<file path="src/hw/rtl/hc2p_pkg.sv">
// ----------------------------------------------------------------------------
// hc2p_pkg
// Types and constants shared by the 2x2 pair cipher and its channel interfaces.
// ----------------------------------------------------------------------------
package hc2p_pkg;

   localparam int DATA_W     = 10;
   localparam int VALUE_W    = 11;
   localparam int KEY_W      = 4;
   localparam int CSR_ADDR_W = 5;
   localparam int CSR_DATA_W = 32;
   localparam int CSR_IDX_W  = 3;

   typedef logic [DATA_W-1:0]         data_type;
   typedef logic signed [VALUE_W-1:0] value_type;
   typedef logic [KEY_W-1:0]          key_type;

   // Pad symbol, valid both as a raw number and as a character code.
   localparam data_type PAD_CODE       = 10'd29;
   localparam data_type CHAR_LOWER_A   = 10'd97;
   localparam data_type CHAR_LOWER_Z   = 10'd122;
   localparam data_type CHAR_UPPER_A   = 10'd65;
   localparam data_type CHAR_UPPER_Z   = 10'd90;
   localparam data_type CASE_OFFSET    = 10'd32;
   localparam data_type LETTER_OFFSET  = 10'd64;
   localparam logic [7:0] CHAR_HASH    = 8'd35;
   localparam logic [7:0] CHAR_BEFORE_A = 8'd64;

   typedef enum logic [CSR_IDX_W-1:0] {
      REG_MODE    = 3'd0,
      REG_KEY_A00 = 3'd1,
      REG_KEY_A01 = 3'd2,
      REG_KEY_A10 = 3'd3,
      REG_KEY_A11 = 3'd4
   } csr_index_type;

   typedef struct packed {
      data_type p;
      data_type q;
      logic     last;
   } pair_type;

endpackage

</file>
<file path="src/hw/rtl/hc2p_req_if.sv">
// ----------------------------------------------------------------------------
// hc2p_req_if
// Request channel of the pair cipher: one symbol and its end-of-message flag.
// ----------------------------------------------------------------------------
interface hc2p_req_if;
   import hc2p_pkg::*;

   logic     valid;
   logic     ready;
   data_type data;
   logic     last;

   modport source (output valid, output data, output last, input ready);
   modport sink   (input valid, input data, input last, output ready);
endinterface

</file>
<file path="src/hw/rtl/hc2p_rsp_if.sv">
// ----------------------------------------------------------------------------
// hc2p_rsp_if
// Result channel of the pair cipher: one cipher number or character per beat.
// ----------------------------------------------------------------------------
interface hc2p_rsp_if;
   import hc2p_pkg::*;

   logic      valid;
   logic      ready;
   value_type value;
   logic      last_out;
   logic      key_invalid;

   modport source (output valid, output value, output last_out, output key_invalid,
                   input ready);
   modport sink   (input valid, input value, input last_out, input key_invalid,
                   output ready);
endinterface

</file>
<file path="src/hw/rtl/hill_cipher_2x2_pairs_top.sv">
// ----------------------------------------------------------------------------
// hill_cipher_2x2_pairs_top
// Hill-style 2x2 cipher on symbol pairs, without modulus, with an APB key port.
// ----------------------------------------------------------------------------
// The block accepts one request per clock cycle while req_ch.ready is high.
// Requests are gathered in pairs; the first of a pair is only held, and the
// request that completes it (or a lone final request, which is padded with
// 29) produces two results. The pair enters a pair register when accepted,
// both products are formed into the result register once that is free, and
// the two results then leave in order. The result port, one result per cycle
// while rsp_ch.ready is high, sets the rate: paired traffic sustains one
// request per cycle, while a padded final request occupies the result port
// for both of its results. The pair register and the result register are
// independent, so a new pair is taken while the previous one is still being
// delivered. In encrypt mode each symbol is upper-cased and mapped to 1..26,
// any other value to 29; in decrypt mode the pair is multiplied by the
// integer inverse of the key (its adjugate times a determinant of +1 or -1)
// and each number is mapped back to a character. key_invalid flags a key
// whose determinant is neither +1 nor -1. The user must write registers over
// APB only while the block is idle; the block does not enforce this. The key
// in force when a pair enters the result register is the one used.
// ----------------------------------------------------------------------------
module hill_cipher_2x2_pairs_top (
   input  logic                                  clock,
   input  logic                                  reset,
   hc2p_req_if.sink                              req_ch,
   hc2p_rsp_if.source                            rsp_ch,
   input  logic                                  psel,
   input  logic                                  penable,
   input  logic                                  pwrite,
   input  logic [hc2p_pkg::CSR_ADDR_W-1:0]       paddr,
   input  logic [hc2p_pkg::CSR_DATA_W-1:0]       pwdata,
   output logic [hc2p_pkg::CSR_DATA_W-1:0]       prdata,
   output logic                                  pready
);
   import hc2p_pkg::*;

   // Configuration registers.
   logic    mode_ff, mode_in;
   key_type key_a00_ff, key_a00_in;
   key_type key_a01_ff, key_a01_in;
   key_type key_a10_ff, key_a10_in;
   key_type key_a11_ff, key_a11_in;

   // Pair gathering.
   logic     have_first_ff, have_first_in;
   data_type first_held_ff, first_held_in;
   logic     pair_vld_ff, pair_vld_in;
   pair_type pair_ff, pair_in;

   // Result register, delivered as two beats.
   logic      res_vld_ff, res_vld_in;
   logic      res_sel_ff, res_sel_in;
   value_type res0_ff, res0_in;
   value_type res1_ff, res1_in;
   logic      res_last_ff, res_last_in;
   logic      res_bad_ff, res_bad_in;

   logic          csr_write;
   csr_index_type csr_index;
   logic          req_accept;
   logic          rsp_accept;
   logic          res_free;
   logic          pair_adv;

   // Datapath.
   logic signed [16:0] k00, k01, k10, k11;
   logic signed [16:0] p_op, q_op;
   logic signed [16:0] det;
   logic signed [16:0] enc0, enc1;
   logic signed [16:0] dec0, dec1;
   logic               key_bad;
   logic               det_neg;
   logic [7:0]         chr0, chr1;

   function automatic logic [4:0] encode_char(input data_type d);
      data_type u;
      u = ((d >= CHAR_LOWER_A) && (d <= CHAR_LOWER_Z)) ? (d - CASE_OFFSET) : d;
      if ((u >= CHAR_UPPER_A) && (u <= CHAR_UPPER_Z)) begin
         return 5'(u - LETTER_OFFSET);
      end
      return 5'(PAD_CODE);
   endfunction

   function automatic logic [7:0] decode_num(input logic signed [16:0] n);
      if (n == 17'(PAD_CODE)) begin
         return CHAR_HASH;
      end
      return n[7:0] + CHAR_BEFORE_A;
   endfunction

   // ---------------------------------------------------------------------
   // Configuration port. A write lands at the access phase; pready is tied
   // high, so every transfer completes in its access phase.
   // ---------------------------------------------------------------------
   assign pready    = 1'b1;
   assign csr_write = psel && penable && pwrite && pready;
   assign csr_index = csr_index_type'(paddr[CSR_ADDR_W-1:2]);

   always_comb begin
      mode_in    = mode_ff;
      key_a00_in = key_a00_ff;
      key_a01_in = key_a01_ff;
      key_a10_in = key_a10_ff;
      key_a11_in = key_a11_ff;
      if (csr_write) begin
         unique case (csr_index)
            REG_MODE:    mode_in    = pwdata[0];
            REG_KEY_A00: key_a00_in = pwdata[KEY_W-1:0];
            REG_KEY_A01: key_a01_in = pwdata[KEY_W-1:0];
            REG_KEY_A10: key_a10_in = pwdata[KEY_W-1:0];
            REG_KEY_A11: key_a11_in = pwdata[KEY_W-1:0];
            default: ;
         endcase
      end
   end

   always_comb begin
      prdata = '0;
      unique case (csr_index)
         REG_MODE:    prdata = CSR_DATA_W'(mode_ff);
         REG_KEY_A00: prdata = CSR_DATA_W'(key_a00_ff);
         REG_KEY_A01: prdata = CSR_DATA_W'(key_a01_ff);
         REG_KEY_A10: prdata = CSR_DATA_W'(key_a10_ff);
         REG_KEY_A11: prdata = CSR_DATA_W'(key_a11_ff);
         default:     prdata = '0;
      endcase
   end

   // ---------------------------------------------------------------------
   // Handshake and flow. The result register frees when its second beat is
   // taken; the pair register moves on whenever the result register is free,
   // and a request is taken whenever the pair register is, or is emptying.
   // ---------------------------------------------------------------------
   assign res_free     = !res_vld_ff || (res_sel_ff && rsp_ch.ready);
   assign pair_adv     = pair_vld_ff && res_free;
   assign req_ch.ready = !pair_vld_ff || pair_adv;
   assign req_accept   = req_ch.valid && req_ch.ready;
   assign rsp_accept   = rsp_ch.valid && rsp_ch.ready;

   always_comb begin
      have_first_in = have_first_ff;
      first_held_in = first_held_ff;
      pair_in       = pair_ff;
      pair_vld_in   = pair_vld_ff;
      if (pair_adv) begin
         pair_vld_in = 1'b0;
      end
      if (req_accept) begin
         if (have_first_ff) begin
            // Second request completes the pair.
            have_first_in = 1'b0;
            pair_in.p     = first_held_ff;
            pair_in.q     = req_ch.data;
            pair_in.last  = req_ch.last;
            pair_vld_in   = 1'b1;
         end else if (req_ch.last) begin
            // A lone final request is padded; 29 is the pad in both modes.
            pair_in.p    = req_ch.data;
            pair_in.q    = PAD_CODE;
            pair_in.last = 1'b1;
            pair_vld_in  = 1'b1;
         end else begin
            have_first_in = 1'b1;
            first_held_in = req_ch.data;
         end
      end
   end

   // ---------------------------------------------------------------------
   // Pair arithmetic: two small multiply-adds per result, both modes formed
   // in parallel and selected by mode.
   // ---------------------------------------------------------------------
   always_comb begin
      k00 = 17'(key_a00_ff);
      k01 = 17'(key_a01_ff);
      k10 = 17'(key_a10_ff);
      k11 = 17'(key_a11_ff);
      det     = k00 * k11 - k01 * k10;
      key_bad = (det != 17'sd1) && (det != -17'sd1);
      det_neg = (det == -17'sd1);

      if (mode_ff) begin
         p_op = 17'(pair_ff.p);
         q_op = 17'(pair_ff.q);
      end else begin
         p_op = 17'(encode_char(pair_ff.p));
         q_op = 17'(encode_char(pair_ff.q));
      end

      enc0 = k00 * p_op + k01 * q_op;
      enc1 = k10 * p_op + k11 * q_op;

      // Adjugate product; an invalid key leaves it unscaled.
      dec0 = k11 * p_op - k01 * q_op;
      dec1 = k00 * q_op - k10 * p_op;
      if (det_neg) begin
         dec0 = -dec0;
         dec1 = -dec1;
      end
      chr0 = decode_num(dec0);
      chr1 = decode_num(dec1);
   end

   always_comb begin
      res_vld_in  = res_vld_ff;
      res_sel_in  = res_sel_ff;
      res0_in     = res0_ff;
      res1_in     = res1_ff;
      res_last_in = res_last_ff;
      res_bad_in  = res_bad_ff;
      if (rsp_accept) begin
         if (res_sel_ff) begin
            res_vld_in = 1'b0;
            res_sel_in = 1'b0;
         end else begin
            res_sel_in = 1'b1;
         end
      end
      if (pair_adv) begin
         res_vld_in  = 1'b1;
         res_sel_in  = 1'b0;
         res_last_in = pair_ff.last;
         res_bad_in  = key_bad;
         if (mode_ff) begin
            res0_in = VALUE_W'(chr0);
            res1_in = VALUE_W'(chr1);
         end else begin
            res0_in = enc0[VALUE_W-1:0];
            res1_in = enc1[VALUE_W-1:0];
         end
      end
   end

   assign rsp_ch.valid       = res_vld_ff;
   assign rsp_ch.value       = res_sel_ff ? res1_ff : res0_ff;
   assign rsp_ch.last_out    = res_sel_ff && res_last_ff;
   assign rsp_ch.key_invalid = res_bad_ff;

   // ---------------------------------------------------------------------
   // Registers.
   // ---------------------------------------------------------------------
   always_ff @(posedge clock) begin
      if (reset) begin
         mode_ff       <= 1'b0;
         key_a00_ff    <= 4'd1;
         key_a01_ff    <= 4'd0;
         key_a10_ff    <= 4'd0;
         key_a11_ff    <= 4'd1;
         have_first_ff <= 1'b0;
         pair_vld_ff   <= 1'b0;
         res_vld_ff    <= 1'b0;
         res_sel_ff    <= 1'b0;
      end else begin
         mode_ff       <= mode_in;
         key_a00_ff    <= key_a00_in;
         key_a01_ff    <= key_a01_in;
         key_a10_ff    <= key_a10_in;
         key_a11_ff    <= key_a11_in;
         have_first_ff <= have_first_in;
         pair_vld_ff   <= pair_vld_in;
         res_vld_ff    <= res_vld_in;
         res_sel_ff    <= res_sel_in;
      end
   end

   always_ff @(posedge clock) begin
      first_held_ff <= first_held_in;
      pair_ff       <= pair_in;
      res0_ff       <= res0_in;
      res1_ff       <= res1_in;
      res_last_ff   <= res_last_in;
      res_bad_ff    <= res_bad_in;
   end

   // ---------------------------------------------------------------------
   // Assertions.
   // ---------------------------------------------------------------------
   // After the first beat of a pair is taken, the second beat follows.
   assert property (@(posedge clock) disable iff (reset)
      (rsp_accept && !res_sel_ff) |=> (rsp_ch.valid && res_sel_ff))
      else $error("second result of a pair was dropped");

   // The end-of-message flag only rides on the second result of a pair.
   assert property (@(posedge clock) disable iff (reset)
      (rsp_ch.valid && rsp_ch.last_out) |-> res_sel_ff)
      else $error("last_out raised on the first result of a pair");

   // A pair waiting for the result register is neither lost nor overwritten.
   assert property (@(posedge clock) disable iff (reset)
      (pair_vld_ff && !pair_adv) |=> (pair_vld_ff && $stable(pair_ff)))
      else $error("waiting pair was disturbed");

   // Completing a pair releases the held symbol.
   assert property (@(posedge clock) disable iff (reset)
      (req_accept && have_first_ff) |=> (!have_first_ff && pair_vld_ff))
      else $error("pair completion did not release the held symbol");

endmodule

</file>
<file path="src/flat_wrapper.sv">
// flat-port wrapper written by rule: the top's interface ports become plain ports
module hill_cipher_2x2_pairs_top_flat import hc2p_pkg::*;
  (clock, reset, psel, penable, pwrite, paddr, pwdata, prdata, pready, req_ch_valid, req_ch_data, req_ch_last, req_ch_ready, rsp_ch_valid, rsp_ch_value, rsp_ch_last_out, rsp_ch_key_invalid, rsp_ch_ready);
  hc2p_req_if req_ch_i ();
  hc2p_rsp_if rsp_ch_i ();
  input  logic clock;
  input  logic reset;
  input  logic psel;
  input  logic penable;
  input  logic pwrite;
  input  logic [hc2p_pkg::CSR_ADDR_W-1:0] paddr;
  input  logic [hc2p_pkg::CSR_DATA_W-1:0] pwdata;
  output logic [hc2p_pkg::CSR_DATA_W-1:0] prdata;
  output logic pready;
  input wire logic [$bits(req_ch_i.valid)-1:0] req_ch_valid;
  input wire logic [$bits(req_ch_i.data)-1:0] req_ch_data;
  input wire logic [$bits(req_ch_i.last)-1:0] req_ch_last;
  output wire logic [$bits(req_ch_i.ready)-1:0] req_ch_ready;
  output wire logic [$bits(rsp_ch_i.valid)-1:0] rsp_ch_valid;
  output wire logic [$bits(rsp_ch_i.value)-1:0] rsp_ch_value;
  output wire logic [$bits(rsp_ch_i.last_out)-1:0] rsp_ch_last_out;
  output wire logic [$bits(rsp_ch_i.key_invalid)-1:0] rsp_ch_key_invalid;
  input wire logic [$bits(rsp_ch_i.ready)-1:0] rsp_ch_ready;
  assign req_ch_i.valid = req_ch_valid;
  assign req_ch_i.data = req_ch_data;
  assign req_ch_i.last = req_ch_last;
  assign req_ch_ready = req_ch_i.ready;
  assign rsp_ch_valid = rsp_ch_i.valid;
  assign rsp_ch_value = rsp_ch_i.value;
  assign rsp_ch_last_out = rsp_ch_i.last_out;
  assign rsp_ch_key_invalid = rsp_ch_i.key_invalid;
  assign rsp_ch_i.ready = rsp_ch_ready;
  hill_cipher_2x2_pairs_top u_core (.clock(clock), .reset(reset), .req_ch(req_ch_i), .rsp_ch(rsp_ch_i), .psel(psel), .penable(penable), .pwrite(pwrite), .paddr(paddr), .pwdata(pwdata), .prdata(prdata), .pready(pready));
endmodule
</file>
<file path="config.mk">
export PLATFORM = sky130hd
export DESIGN_NAME = hill_cipher_2x2_pairs_top_flat
export DESIGN_NICKNAME = d
export VERILOG_FILES = /design/src/hw/rtl/hc2p_pkg.sv /design/src/hw/rtl/hc2p_req_if.sv /design/src/hw/rtl/hc2p_rsp_if.sv /design/src/hw/rtl/hill_cipher_2x2_pairs_top.sv /design/src/flat_wrapper.sv
export SDC_FILE = /design/constraint.sdc
export NUM_CORES = 1
export LEC_CHECK = 0
export BUFFER_PORTS_ARGS = -buffer_cell sky130_fd_sc_hd__buf_2
export CAP_MARGIN = 20
export CORE_MARGIN = 2
export CORE_UTILIZATION = 43
export DETAILED_ROUTE_END_ITERATION = 12
export GPL_TIMING_DRIVEN = 1
export REMOVE_ABC_BUFFERS = 1
export SETUP_SLACK_MARGIN = 0.1
export SKIP_LAST_GASP = 1
export SYNTH_ARGS = -nofsm -noshare
export SYNTH_HDL_FRONTEND = slang
export SYNTH_SLANG_ARGS = --single-unit
</file>
<file path="constraint.sdc">
create_clock -name clock -period 17 [get_ports clock]
set_input_delay 0.85 -clock clock [delete_from_list [all_inputs] [get_ports clock]]
set_output_delay 0.85 -clock clock [all_outputs]
set_load 0.005 [all_outputs]
</file>
Yosys cells after proc, flatten, opt, wreduce, memory -nomap -nowiden
Index checks and enable logic that the tools add are counted.
{"block": "totals", "reg_bits": 76, "inputBits": 55, "output_inout_bits": 48, "word_cells": 124}
{"block": "op_classes", "addsub": 13, "mul": 8, "magnitude_cmp": 8, "eq_ne": 9, "n_mux": 36, "bitwise": 2, "n_reduce_logical": 29}
{"cell": "multiplier 4 x 10 -> 14 bit", "n": 4}
{"cell": "2-to-1 mux 8 bit", "n": 6}
{"cell": "2-to-1 mux 21 bit", "n": 2}
{"cell": "greater-or-equal comparator 10 x 7 -> 1 bit (second input constant)", "n": 4}
{"cell": "<= comparator 10 x 7 -> 1 bit (second input constant)", "n": 4}
{"cell": "2-to-1 mux 10 bit", "n": 4}
{"cell": "equality test 17 x 5 -> 1 bit (second input constant)", "n": 2}
{"cell": "2-to-1 mux 17 bit", "n": 2}
{"cell": "negation 17 bit", "n": 2}
{"cell": "subtractor 14 x 14 -> 15 bit", "n": 2}
{"cell": "adder 11 bit", "n": 2}
{"cell": "multiplier 4 x 10 -> 11 bit", "n": 2}
{"cell": "2-to-1 mux 5 bit", "n": 4}
{"cell": "one-hot mux 4 bit (5 select lines)", "n": 1}
{"cell": "subtractor 10 x 6 -> 10 bit (second input constant)", "n": 2}
{"cell": "equality test 17 x 1 -> 1 bit (second input constant)", "n": 1}
{"cell": "!= test 17 x 1 -> 1 bit (second input constant)", "n": 1}
{"cell": "!= test 17 x 2 -> 1 bit (second input constant)", "n": 1}
{"cell": "subtractor 17 bit", "n": 1}
{"cell": "adder 8 x 7 -> 8 bit (second input constant)", "n": 2}
{"cell": "multiplier 4 x 4 -> 8 bit", "n": 2}
{"cell": "2-to-1 mux 1 bit", "n": 16}
{"cell": "AND reduction 2 bit", "n": 7}
{"cell": "logical AND 1 bit", "n": 12}
{"cell": "other kinds (12)", "n": 19}

Longest topological paths before layout
{"block": "logic_depth", "depth_word": 17, "mapped_depth": 36, "mapped_depth_nobuf": 35}

Worst setup path before layout
No wires, ideal clock.
{"block": "synth_timing", "kind": "flip-flop to flip-flop", "from": "reg u_core.pair_ff[11] (netlist name)", "to": "reg u_core.res1_ff[5] (data pin)", "setup_time_ns": 0.259, "arrival_ns": 8.146, "required_time_ns": 16.741, "setup_slack_ns": 8.595, "stages_incl_launch_ff": 34, "n_path_buf": 2, "synth_period_minus_slack_ns": 8.405, "cell_sequence": "edfxtp_1 -> or4_1 -> o22a_1 -> a31oi_1 -> or2_2 -> clkbuf_1 -> nand2_1 -> fa_1 -> inv_1 -> fa_1 -> ha_1 -> a21o_1 -> a21oi_1 -> o21bai_1 -> a21oi_1 -> nor2b_1 -> o21a_1 -> nor2_1 -> xor2_1 -> fa_1 -> fa_1 -> fa_1 -> ha_1 -> clkbuf_1 -> a21oi_1 -> o21ai_0 -> a21oi_1 -> o21bai_1 -> a21oi_1 -> xor2_1 -> a21bo_2 -> a31oi_1 -> nor4b_4 -> a211o_1"}
{"block": "synth_between", "elab_chain_len": 17, "word_cells_on_any_way": 24, "classes_between": "6 x add/sub; 1 x mul; 4 x order compare; 1 x eq/ne; 10 x mux; 2 x reduce/logical"}
{"element": "start: declaration", "line": "hill_cipher_2x2_pairs_top.sv:49", "source": "pair_type pair_ff, pair_in;"}
{"element": "start signal: assignment", "line": "hill_cipher_2x2_pairs_top.sv:269", "source": "pair_ff <= pair_in;"}
{"element": "greater-or-equal comparator 10 x 7 -> 1 bit / <= comparator 10 x 7 -> 1 bit (equally long branches)", "line": "hill_cipher_2x2_pairs_top.sv:78", "source": "u = ((d >= CHAR_LOWER_A) && (d <= CHAR_LOWER_Z)) ? (d - CASE_OFFSET) : d;"}
{"element": "logical AND 1 bit", "line": "hill_cipher_2x2_pairs_top.sv:78"}
{"element": "2-to-1 mux 10 bit", "line": "hill_cipher_2x2_pairs_top.sv:78"}
{"element": "greater-or-equal comparator 10 x 7 -> 1 bit / <= comparator 10 x 7 -> 1 bit (equally long branches)", "line": "hill_cipher_2x2_pairs_top.sv:79", "source": "if ((u >= CHAR_UPPER_A) && (u <= CHAR_UPPER_Z)) begin"}
{"element": "logical AND 1 bit", "line": "hill_cipher_2x2_pairs_top.sv:79"}
{"element": "2-to-1 mux 1 bit", "line": "hill_cipher_2x2_pairs_top.sv:79"}
{"element": "2-to-1 mux 1 bit", "line": "hill_cipher_2x2_pairs_top.sv:183", "source": "if (mode_ff) begin"}
{"element": "2-to-1 mux 5 bit", "line": "hill_cipher_2x2_pairs_top.sv:82", "source": "return 5'(PAD_CODE);"}
{"element": "2-to-1 mux 10 bit *", "line": "hill_cipher_2x2_pairs_top.sv:183"}
{"element": "multiplier 4 x 10 -> 14 bit *", "line": "hill_cipher_2x2_pairs_top.sv:192", "source": "enc1 = k10 * p_op + k11 * q_op;"}
{"element": "branches (longest 6 deep; another with negation 17 bit)"}
{"element": "2-to-1 mux 8 bit *", "line": "hill_cipher_2x2_pairs_top.sv:225", "source": "if (mode_ff) begin"}
{"element": "end signal: assignment", "line": "hill_cipher_2x2_pairs_top.sv:271", "source": "res1_ff <= res1_in;"}
{"element": "end: declaration", "line": "hill_cipher_2x2_pairs_top.sv:55", "source": "value_type res1_ff, res1_in;"}
Mark *: on every way between the ends. The select of a mux whose other input is x is not followed.
A chain may end at the register's enable or synchronous reset.

Final worst setup path
{"block": "layout_timing", "from": "reg u_core.pair_ff[17] (netlist name)", "to": "reg u_core.res1_ff[5] (data pin)"}
Same word-level chain as after synthesis.

==> out/qor.txt <==
Post-Layout Inst Area -> 14500 µm²
CP max stage cell -> nor2b_1
EDFF count, synth -> 55
Clock sink count -> 76
Nets -> 1905
Syn Area/Cell -> 8.80 µm²
Crit path largest cell delay -> 0.77 ns
Synth cell count leaders -> inv_1, ha_1, fa_1
Worst skew pair latency -> 0.35 ns
Post-synthesis sequential area ratio -> 15.0%
Final hold vios -> 0
Worst-path clk slew -> 0.07 ns
Worst hold path class -> reg2reg
Crit start category -> flop
CTS Buf Count -> 9
Initial antenna violation count -> 1
DRT antenna net count -> 0
Maximum capacitance violations -> 0
Total GRT Usage -> 19.5%
Final setup fails -> 0
DR pass1 iterations -> 5
Placed Cells -> 1948
First-pass GRT wire length -> 52900 µm
Hold buffer count at CTS -> 0
CTS resizes -> 0
Flops & latches, synth -> 76
Setup_tns -> 0 ns
Initial Util -> 43.6%
RSZ-0062 raised after global routing -> no
Ranking of synthesized cells by area -> fa_1, ha_1, edfxtp_1
Drt drc -> 0
Gr ovfl total -> 0
WL/cell -> 16.1 µm
Top_reg_cell synth -> edfxtp_1
Skew final -> 0.0160 ns
Final core utilization -> 46.0%
Syn Inst Count -> 1565
Critical path class -> reg2reg
DP Area -> 14200 µm²
Fin crit share -> 58.3%
Vias in the first global route -> 10300
Status -> complete, no violations
Rel. slew slack -> 41.8%
Die area -> 33500 µm²
Clk Tree Root Cell -> clkbuf_16
CTS tree -> done
Initial drt markers -> 713
Setup crit end kind -> flop
Setup Fix Bufs, Post-CTS -> 0
CTS max path bufs -> 2
Synth Warn # -> 0
Core region area -> 31600 µm²
Largest net degree at the start of global routing -> 72
Fmax -> 101 MHz
Share of layout cells above drive strength 1 -> 8.07%
Worst Path Arrival -> 10.01 ns
Worst VDD drop -> 0.0426 mV
Tmin final -> 9.92 ns
Crit path max fanout -> 14
I/O Pins -> 103
Multi-input logic area -> 10600 µm²
R2r setup slk -> 7.08 ns
Die width -> 183 µm
Slew Limit Fails -> 0
HPWL after DPL -> 24800 µm
Post-synth ARST share -> 0%
Final RePlAce weighted congestion -> 0.825
FP Rows -> 65
IO buf count -> 43
Required time worst endpoint -> 17.09 ns
Cell variety after synth -> 78
Post-synth top area share -> 20.9%
Via density per instance -> 5.36
Pwr Density -> 40.7 nW/µm²
Worst Tran Pin Value -> 0.871 ns
Most frequent cell after synthesis -> inv_1
Most frequent CP cell -> a21oi_1
Layout area overhead -> 5.49%
H-tree lvl count -> 3
Vias -> 10500
Static Leak -> 7.21 nW
Seq. cell area -> 2080 µm²
Final wirelength -> 31500 µm
Leading area contributor after synthesis -> fa_1
Fillers -> 3056
Post-Syn Area -> 13800 µm²
Final non-filler cell total -> 1964
Die H -> 183 µm
Diode count -> 0
cell usage in the layout, fill, tap and decap left out, types with 15 or more instances in the layout:
master	netlist	layout
inv_1	187	187
ha_1	149	149
fa_1	144	144
nand2_1	104	104
nor2_1	98	98
and2_1	98	98
and3_1	90	90
a21oi_1	73	73
xnor2_1	58	58
edfxtp_1	55	55
buf_2	4	43
xor2_1	37	37
nand3_1	36	36
o21ai_0	34	34
nor2b_1	31	30
conb_1	2	29
mux2_2	27	27
a21o_1	22	22
o21bai_1	20	20
mux2i_1	20	20
dfxtp_1	21	20
nand2b_1	18	18
buf_4	29	15
cells by family (layout without fill, tap and decap cells):
family	Yosys count	in the layout	synth area share [%]
buffers and inverters	291	261	8.83
adder cells (fa/ha/maj)	293	293	34.5
AO/OA/AOI/OAI	230	230	11.1
AND/OR/NAND/NOR	529	529	20.5
other	2	29	0.0545
flip-flops	76	76	15.0
multiplexers	48	48	3.83
XOR/XNOR	96	96	6.16
where the power goes:
group	leakage, nW	internal (mW)	total, mW	switching, mW
registers	0.678	0.206	0.217	0.0104
logic	6.37	0.0633	0.158	0.0950
clock network	0.163	0.131	0.216	0.0851
total	7.21	0.401	0.591	0.190
per-layer routing:
metal	up-vias	global-route usage (%)	routed length [µm]
li1	5165	-	-
met1	5069	28.0	15300
met2	244	31.8	14100
met3	47	2.30	1400
met4	2	4.32	656
met5	-	0	13
area by class of cell:
class,instances,share of cell area [%]
clock buffers,9,1.55
clock inverters,7,0.732
inverters,187,4.83
multi-input cells,1225,72.9
flip-flops and latches,76,14.3
well taps,402,3.46
repair buffers,58,2.26
state kept, by name, indices dropped and copies added (netlist names):
register and flops:
u_core.pair_ff 21, u_core.res0_ff 11, u_core.res1_ff 11, u_core.first_held_ff 10, u_core.key_a00_ff 4, u_core.key_a01_ff 4
u_core.key_a10_ff 4, u_core.key_a11_ff 4, u_core.have_first_ff 1, u_core.mode_ff 1, u_core.pair_vld_ff 1, u_core.res_last_ff 1
u_core.res_sel_ff 1, u_core.rsp_ch.key_invalid 1, u_core.rsp_ch.valid 1
worst max-delay path, delay by kind of cell, from the launching register on:
family	cells	cell delay [ns]
buf+inv	1	0.05
simple gates	5	1.25
compound gates	17	3.41
xor+xnor	2	0.70
flops	1	0.74
fa+ha+maj	8	3.48
metrics by stage:
step | hold slack (ns) | worst slack [ns] | total power [mW]
final | 0.419 | 7.08 | 0.591
after global routing | 0.449 | 6.34 | 0.625
after CTS | 0.422 | 7.17 | 0.596
after detailed placement | 0.405 | 7.26 | 0.378
after global placement | 0.401 | 7.34 | 0.375
after floorplan | 0.400 | 7.74 | 0.335
worst paths after layout:
path	to	startpoint	depth (start not counted)
setup / recovery	u_core.res1_ff[5]$_DFFE_PP_	u_core.pair_ff[17]$_DFFE_PP_	33
hold / removal	u_core.res_last_ff$_DFFE_PP_	u_core.pair_ff[0]$_SDFFCE_PN1P_	0
setup reg to reg	u_core.res1_ff[5]$_DFFE_PP_	u_core.pair_ff[17]$_DFFE_PP_	33
hold reg to reg	u_core.res_last_ff$_DFFE_PP_	u_core.pair_ff[0]$_SDFFCE_PN1P_	0
(Power assumes the default switching activity.)
